## config.mk

```make
export PLATFORM = sky130hd
export DESIGN_NAME = sorted_priority_queue_top
export DESIGN_NICKNAME = d
export VERILOG_FILES = /design/src/hw/rtl/spq_pkg.sv /design/src/hw/rtl/sorted_priority_queue_top.sv /design/src/hw/rtl/spq_cell.sv /design/src/hw/rtl/spq_chain.sv
export SDC_FILE = /design/constraint.sdc
export NUM_CORES = 1
export LEC_CHECK = 0
export BUFFER_PORTS_ARGS = -buffer_cell sky130_fd_sc_hd__buf_2
export CAP_MARGIN = 20
export CORE_MARGIN = 5
export CORE_UTILIZATION = 30
export CTS_BUF_LIST = sky130_fd_sc_hd__clkbuf_8
export DETAILED_ROUTE_END_ITERATION = 8
export PLACE_DENSITY_LB_ADDON = 0.25
export SLEW_MARGIN = 40
export SYNTH_ARGS = -nofsm -noshare
export SYNTH_HDL_FRONTEND = slang
export SYNTH_SLANG_ARGS = --single-unit
```

## constraint.sdc

```tcl
create_clock -name clk -period 3.97 [get_ports clk]
set_input_delay 0.1985 -clock clk [delete_from_list [all_inputs] [get_ports clk]]
set_output_delay 0.1985 -clock clk [all_outputs]
set_load 0.1 [all_outputs]
```

## src/hw/rtl/spq_pkg.sv

```systemverilog
// types, constants and command struct shared by the sorted priority queue
package spq_pkg;

	localparam int DEPTH        = 16;
	localparam int PAYLOAD_BITS = 16;
	localparam int CNT_W        = $clog2(DEPTH + 1);

	localparam logic FUNC_ENQ = 1'b0;
	localparam logic FUNC_DEQ = 1'b1;

	localparam logic [1:0] ST_OK    = 2'd0;
	localparam logic [1:0] ST_FULL  = 2'd1;
	localparam logic [1:0] ST_EMPTY = 2'd2;

	typedef logic [PAYLOAD_BITS-1:0] pay_t;
	typedef logic [CNT_W-1:0] cnt_t;

	typedef struct packed {
		logic        func;
		logic [7:0]  in_priority;
		logic [15:0] in_payload;
	} in_t;

	typedef struct packed {
		logic [1:0]  status;
		logic [7:0]  out_priority;
		logic [15:0] out_payload;
		logic        now_empty;
		logic [4:0]  occupancy;
	} out_t;

	typedef logic [4:0] occ_t;
	typedef logic [15:0] opay_t;

	typedef struct packed {
		logic [7:0] prio;
		pay_t       payload;
	} entry_t;

	// broadcast to every cell of the chain
	typedef struct packed {
		logic   enq;
		logic   deq;
		entry_t ent;
	} cmd_t;

endpackage

```

## src/hw/rtl/sorted_priority_queue_top.sv

```systemverilog
// sorted priority queue: handshake, result register and the cell chain
//
//  channel | dir | handshake            | payload
//  in      | in  | in_valid / in_ready  | in_data  (func, in_priority, in_payload)
//  out     | out | out_valid / out_ready| out_data (status, out_priority, out_payload,
//          |     |                      |           now_empty, occupancy)
//
// one item per cycle while in_ready is high: all cells compare against the new priority
// at once and shift in the same cycle, so the chain takes an operation every clock.
// the result sits in a register from the cycle after the input transfer.
// in_ready is low only while a result waits and out_ready is low.
// arst_n clears the count and the result valid; cell contents need no reset.
module sorted_priority_queue_top (
	input  logic          clk,
	input  logic          arst_n,
	input  logic          in_valid,
	output logic          in_ready,
	input  spq_pkg::in_t  in_data,
	output logic          out_valid,
	input  logic          out_ready,
	output spq_pkg::out_t out_data
);

	logic            in_fire;
	logic            out_valid_q;
	spq_pkg::out_t   out_q;
	spq_pkg::out_t   res;
	spq_pkg::entry_t head;
	spq_pkg::cnt_t   count;
	spq_pkg::cnt_t   count_d;
	logic            full;
	logic            empty;

	assign in_ready = !out_valid_q || out_ready;
	assign in_fire  = in_valid && in_ready;

	spq_chain u_chain (
		.clk     (clk),
		.arst_n  (arst_n),
		.go      (in_fire),
		.item    (in_data),
		.head    (head),
		.count   (count),
		.count_d (count_d),
		.full    (full),
		.empty   (empty)
	);

	always_comb begin
		res.status       = spq_pkg::ST_OK;
		res.out_priority = '0;
		res.out_payload  = '0;
		if (in_data.func == spq_pkg::FUNC_ENQ) begin
			if (full) begin
				res.status = spq_pkg::ST_FULL;
			end
		end else if (empty) begin
			res.status = spq_pkg::ST_EMPTY;
		end else begin
			res.out_priority = head.prio;
			res.out_payload  = spq_pkg::opay_t'(head.payload);
		end
		res.now_empty = (count_d == '0);
		res.occupancy = spq_pkg::occ_t'(count_d);
	end

	always_ff @(posedge clk or negedge arst_n) begin
		if (!arst_n) begin
			out_valid_q <= 1'b0;
		end else if (in_ready) begin
			out_valid_q <= in_valid;
		end
	end

	always_ff @(posedge clk) begin
		if (in_fire) begin
			out_q <= res;
		end
	end

	assign out_valid = out_valid_q;
	assign out_data  = out_q;

`ifndef SYNTHESIS
	a_count_bound: assert property (@(posedge clk) disable iff (!arst_n)
		count <= spq_pkg::cnt_t'(spq_pkg::DEPTH))
		else $error("entry count above depth");

	a_full_status: assert property (@(posedge clk) disable iff (!arst_n)
		out_valid_q && (out_q.status == spq_pkg::ST_FULL)
		|-> (out_q.occupancy == spq_pkg::occ_t'(spq_pkg::DEPTH)))
		else $error("full status with room left");

	a_empty_status: assert property (@(posedge clk) disable iff (!arst_n)
		out_valid_q && (out_q.status == spq_pkg::ST_EMPTY)
		|-> (out_q.now_empty && (out_q.occupancy == '0) && (out_q.out_priority == '0)))
		else $error("empty status on a non-empty queue");

	a_count_step: assert property (@(posedge clk) disable iff (!arst_n)
		in_fire |=> (count == count_d) || (count == $past(count_d)))
		else $error("count did not follow the transfer");
`endif

endmodule

```

## src/hw/rtl/spq_cell.sv

```systemverilog
// one slot of the sorted chain: holds an entry and shifts with its neighbors
module spq_cell (
	input  logic            clk,
	input  spq_pkg::cmd_t   cmd,
	input  logic            occupied,
	input  logic            prev_keep,
	input  spq_pkg::entry_t prev_ent,
	input  spq_pkg::entry_t next_ent,
	output logic            keep,
	output spq_pkg::entry_t ent
);

	spq_pkg::entry_t ent_q;

	// an occupied slot with priority at least the new one stays in place
	assign keep = occupied && (ent_q.prio >= cmd.ent.prio);
	assign ent  = ent_q;

	always_ff @(posedge clk) begin
		if (cmd.enq && !keep) begin
			// first slot that does not keep takes the new entry, the rest shift back
			ent_q <= prev_keep ? cmd.ent : prev_ent;
		end else if (cmd.deq) begin
			ent_q <= next_ent;
		end
	end

endmodule

```

## src/hw/rtl/spq_chain.sv

```systemverilog
// row of cells plus the occupancy count
module spq_chain (
	input  logic            clk,
	input  logic            arst_n,
	input  logic            go,
	input  spq_pkg::in_t    item,
	output spq_pkg::entry_t head,
	output spq_pkg::cnt_t   count,
	output spq_pkg::cnt_t   count_d,
	output logic            full,
	output logic            empty
);

	spq_pkg::cnt_t   count_q;
	spq_pkg::cmd_t   cmd;
	spq_pkg::entry_t ents [spq_pkg::DEPTH];
	logic            keeps [spq_pkg::DEPTH];

	assign full  = (count_q == spq_pkg::cnt_t'(spq_pkg::DEPTH));
	assign empty = (count_q == '0);

	always_comb begin
		cmd.enq         = go && (item.func == spq_pkg::FUNC_ENQ) && !full;
		cmd.deq         = go && (item.func == spq_pkg::FUNC_DEQ) && !empty;
		cmd.ent.prio    = item.in_priority;
		cmd.ent.payload = spq_pkg::pay_t'(item.in_payload);
		if (cmd.enq) begin
			count_d = count_q + 1'b1;
		end else if (cmd.deq) begin
			count_d = count_q - 1'b1;
		end else begin
			count_d = count_q;
		end
	end

	always_ff @(posedge clk or negedge arst_n) begin
		if (!arst_n) begin
			count_q <= '0;
		end else begin
			count_q <= count_d;
		end
	end

	for (genvar i = 0; i < spq_pkg::DEPTH; i++) begin : g_cell
		logic            prev_keep;
		spq_pkg::entry_t prev_ent;
		spq_pkg::entry_t next_ent;

		if (i == 0) begin : g_first
			assign prev_keep = 1'b1;
			assign prev_ent  = cmd.ent;
		end else begin : g_mid
			assign prev_keep = keeps[i-1];
			assign prev_ent  = ents[i-1];
		end

		if (i == spq_pkg::DEPTH - 1) begin : g_last
			assign next_ent = ents[i];
		end else begin : g_notlast
			assign next_ent = ents[i+1];
		end

		spq_cell u_cell (
			.clk       (clk),
			.cmd       (cmd),
			.occupied  (spq_pkg::CNT_W'(i) < count_q),
			.prev_keep (prev_keep),
			.prev_ent  (prev_ent),
			.next_ent  (next_ent),
			.keep      (keeps[i]),
			.ent       (ents[i])
		);
	end

	assign head  = ents[0];
	assign count = count_q;

endmodule

```

==> reports/metrics.sh <==
FINAL_MAX_SLEW_VIOL_COUNT=0
RUN_STATUS='complete, no violations'
POST_SYNTH_INST_COUNT=2093
MAXCLOCKFREQUENCY_GHz=0.317
UNREPAIRED_SETUP_ENDPOINTS_AFTER_GLOBAL_ROUTING='no'
CRIT-REG2REG-CAPTURE='u_chain.g_cell[10].u_cell.ent[12]$_DFFE_PP_'
CLOCKROOTBUFFER='sky130_fd_sc_hd__clkbuf_8'
VIAS_PER_CELL=4.74
CTS.REPAIR.RESIZED=0
WORST_CLOCK_SKEW_ON_THE_FINAL_LAYOUT_NS=0.0200
YOSYSUNIQUECELLTYPES=51
TOP_LEVEL_PORTS=63
DRCVIOLATIONCOUNT=0
DRT.ANTENNA.VIOLATING_NETS=0
CLOCK_POWER_SHARE_PCT=25.3
CRITICAL-PATH-MAX-STAGE-DELAY_NS=0.59
VIA_COUNT=15522
FINAL_HOLD_VIOL_COUNT=0
POWER.SEQUENTIAL.FRACTION_PCT=42.3
CRIT_FAMILY='simple AND/OR/NAND/NOR gates'
CORE_UM2=78900
DRV_CAP=0
REG2REGPATHDEPTH=9
SETUP_VIOL_COUNT_FINAL=0
CRITICAL_PATH_DATA_REQUIRED_TIME_NS=4.29
HOLDCRITSTARTPOINT='in_data[23]'
POWER_SWITCHING_W=0.00563
GRT_MAX_DEGREE=56
WORST_PATH_MAX_DELAY_CELL='sky130_fd_sc_hd__dfrtp_1'
SYN2LAYOUT_AREA_GROWTH_PCT=13.1
REGISTER_BIT_TOTAL_FROM_SYNTHESIS=422
DRT_FIRST_ITER_VIOLATIONS=1174
NETLIST_AREA_UM2=23800
WORSTSKEWPAIRLATENCY_NS=0.65
POSTSYNTH.ASYNCRESETSHARE_PCT=1.42
HOLD_PATH_DEPTH=3
YS.WARNINGS.COUNT=0
POWER_DENSITY_nW_PER_UM2=585
TIMING.SETUP.TNS_NS=0
CRIT_PATH_START_KIND='flop'
ROUTED_WIRELENGTH_UM=57800
TIGHTEST_SLEW_NS=0.688
IO_BUFFERS=62
CTS_BUFFERS=79
YOSYS_MOST_USED_DFF='sky130_fd_sc_hd__edfxtp_1'
SYNTH.YOSYS.SEQ_AREA_SHARE_PCT=53.1
CELL_INTERNAL_PWR_W=0.0101
TRACK_USAGE_PCT=13.3
CRIT_PATH_END_KIND='flop'
INITIAL_UTILIZATION_PCT=30.2
FIRST_GLOBAL_VIAS=15876
FINAL_LAYOUT_SIZE_SUFFIX_GT1_SHARE_PCT=13.7
CLOCK_TREE.BUFFER_DEPTH=3
MIN_TO='u_chain.g_cell[0].u_cell.ent[23]$_DFFE_PP_'
DPL.CELL_COUNT=3123
CTS_TREE='done'
TIMING_WORST_SETUP_PATH_TYPE='reg -> reg'
GRT_FIRST_PASS_WIRELENGTH_UM=91900
SYN_AREA_PER_CELL_UM2=11.4
FINALWEIGHTEDCONGESTION=0.794
CRITICAL_PATH.CELL_CHAIN='inv_1 > ha_1 > nor3b_2 > a21o_1 > nor2_4 > buf_4 > o21ai_2 > nand2_1 > buf_4'
FIN_CELLS=3273
VDD_IR_DROP_MAX_mV=0.251
P_COMB_SHARE_PCT=32.4
ROUTEDWLPERCELL_UM=17.6
SYNTH.NET_COUNT=2254
CP.BUFFERS_INVERTERS=3
PLACE_HPWL_UM=43100
RRSETUPSLACK_NS=0.81
R2R_PATH_START='u_chain.count[1]$_DFF_PN0_'
CHIPWIDTH_UM=292
GRT-OVFL-TOTAL=0
DIE_AREA_UM2=85100
DIE-HEIGHT_UM=292
ARRIVAL_NS=3.48
MAX-SLEW-MARGIN-REL_PCT=54.1
CTS.REPORTEDPATHS.CLKPINSLEW_NS=0.06
CTS_HTREE_LEVELS=3
POWER.SWITCHING_FRACTION_PCT=35.8
CELLLEAKAGEPOWER_nW=10.6
GRT_ANTENNA_BEFORE_REPAIR=2
FIN_NETS=2320
ROWS=103
CPMOSTUSEDCELL='sky130_fd_sc_hd__buf_4'
HOLD_CLASS='in -> reg'
SYNTH_ENABLE_FLOP_CELLS=416
DRT_FIRST_PASS_ITERS=5
PERIOD_SHARE_PCT=79.6
CTS_SINKS=422
WORST-PATH-MAX-FANOUT=21
FIN_CRIT_NS=3.16
how the worst max path moves through the flow:
| stage | slack (ns) | startpoint | to | cells after the start |
|---|---|---|---|---|
| final | 0.81 | u_chain.count[1]$_DFF_PN0_ | u_chain.g_cell[10].u_cell.ent[12]$_DFFE_PP_ | 9 |
| after global placement | 0.66 | in_data[21] | u_chain.g_cell[7].u_cell.ent[8]$_DFFE_PP_ | 8 |
| after global routing | 0.67 | u_chain.count[1]$_DFF_PN0_ | u_chain.g_cell[14].u_cell.ent[14]$_DFFE_PP_ | 7 |
| after detailed placement | 0.72 | in_data[21] | u_chain.g_cell[2].u_cell.ent[11]$_DFFE_PP_ | 9 |
| after CTS | 0.80 | u_chain.count[1]$_DFF_PN0_ | u_chain.g_cell[10].u_cell.ent[16]$_DFFE_PP_ | 9 |
| after floorplan | 0.30 | out_valid$_DFFE_PN0N_ | u_chain.g_cell[2].u_cell.ent[0]$_DFFE_PP_ | 6 |
kinds of logic after synthesis:
logic type               Yosys count  synth area share [%]
buffers and inverters            184                  3.73
AND/OR/NAND/NOR                  464                  8.31
multiplexers                     370                  16.1
flip-flops                       422                  53.1
XOR/XNOR                           4                 0.147
AO/OA/AOI/OAI                    517                  11.7
adder cells (fa/ha/maj)          132                  6.94
placed cells by master (no fill, tap or decap), drive strengths merged, types with 2 or more instances in the layout:
cell type    netlist  final
clkinv             0     26
a32oi              2      2
o21ai            312    312
nor2              78     78
inv               38     71
nor3b              2      2
nand2b            20     20
clkbuf            60     80
nand3              3      3
dlygate4sd3        0      5
nor3               2      2
a21oi            166    166
or2                6      6
ha               132    132
dfrtp              6      6
nand2            305    305
clkinvlp           0      3
xnor2              2      2
a22oi              2      2
buf               86    126
nand4             15     15
nor2b              2      2
edfxtp           416    416
mux2              41     41
bufinv             0      2
and2              29     29
a2111oi            5      5
o31ai              2      2
mux2i            329    329
xor2               2      2
o21a               3      3
a21o               7      7
a2111o            11     11
a31oi              3      3
synth_stat cells, types with 4 or more instances:
| cell | count | area (µm²) |
|---|---|---|
| sky130_fd_sc_hd__buf_2 | 65 | 325 |
| sky130_fd_sc_hd__buf_8 | 4 | 60.1 |
| sky130_fd_sc_hd__nand2_1 | 305 | 1140 |
| sky130_fd_sc_hd__a21o_1 | 7 | 52.6 |
| sky130_fd_sc_hd__nand2b_1 | 19 | 119 |
| sky130_fd_sc_hd__ha_1 | 132 | 1650 |
| sky130_fd_sc_hd__inv_1 | 38 | 143 |
| sky130_fd_sc_hd__nor2_2 | 6 | 37.5 |
| sky130_fd_sc_hd__edfxtp_1 | 416 | 12500 |
| sky130_fd_sc_hd__clkbuf_1 | 60 | 225 |
| sky130_fd_sc_hd__mux2_2 | 22 | 248 |
| sky130_fd_sc_hd__nor2_1 | 72 | 270 |
| sky130_fd_sc_hd__mux2i_1 | 329 | 3290 |
| sky130_fd_sc_hd__or2_2 | 5 | 31.3 |
| sky130_fd_sc_hd__a2111o_1 | 11 | 124 |
| sky130_fd_sc_hd__nand4_1 | 15 | 93.8 |
| sky130_fd_sc_hd__mux2_4 | 19 | 285 |
| sky130_fd_sc_hd__a21oi_1 | 165 | 826 |
| sky130_fd_sc_hd__o21ai_0 | 279 | 1400 |
| sky130_fd_sc_hd__o21ai_1 | 33 | 165 |
| sky130_fd_sc_hd__and2_1 | 29 | 181 |
| sky130_fd_sc_hd__dfrtp_1 | 6 | 150 |
| sky130_fd_sc_hd__buf_4 | 13 | 97.6 |
final cells by class:
cell class | instances | area [µm²]
diodes | 1 | 2.50
flip-flops and latches | 422 | 12600
well taps | 1050 | 1310
fillers | 8029 | 52000
clock buffers | 80 | 1100
clock inverters | 64 | 365
inverters | 38 | 143
multi-input cells | 1487 | 10400
repair buffers | 131 | 936
routing by layer:
layer / GRT usage, % / share of wire, % / vias up / wire length, µm
li1: - / - / 7863 / -
met1: 18.8 / 48 / 7279 / 28000
met2: 21.2 / 45 / 307 / 26200
met3: 2.05 / 4.3 / 73 / 2500
met4: 3.88 / 1.8 / 0 / 1040
met5: 0 / 0 / - / 0
tightest hold or removal path, cell delays in order:
cell	delay [ns]
sky130_fd_sc_hd__buf_2	0.10
sky130_fd_sc_hd__buf_4	0.22
sky130_fd_sc_hd__mux2_2	0.18
per-stage QoR:
step / power, W / utilization [%] / instance area (µm²) / hold WS [ns] / setup WS [ns]
after floorplan: 0.0105 / - / 23800 / -0.0971 / 0.295
after global placement: 0.0118 / 32.2 / 25400 / 0.0250 / 0.663
after detailed placement: 0.0119 / 32.2 / 25400 / 0.0286 / 0.724
after CTS: 0.0160 / 34.1 / 26900 / 0.0952 / 0.797
after global routing: 0.0168 / 34.1 / 26900 / 0.141 / 0.665
final: 0.0157 / 34.1 / 26900 / 0.162 / 0.811
power by group through the flow:
stage / Sequential [W] / Clock [W] / Combinational (W)
floorplan: 0.00675 / 0 / 0.00375
global placement: 0.00670 / 0 / 0.00506
detailed placement: 0.00671 / 0 / 0.00517
CTS: 0.00664 / 0.00415 / 0.00517
global route: 0.00673 / 0.00437 / 0.00568
finish: 0.00665 / 0.00398 / 0.00510
state kept, by name, summed over array words and instances (netlist names):
signal / flops
out_valid: 1
out_data: 32
u_chain.count: 5
u_chain.g_cell.u_cell.ent: 384
timing repair:
action | in CTS | in global routing
endpoints found under the setup margin | 0 | 0
hold endpoints to repair | 9 | 0
hold buffers | 5 | 0
buffers inserted | 0 | 0
(Power assumes the default switching activity.)
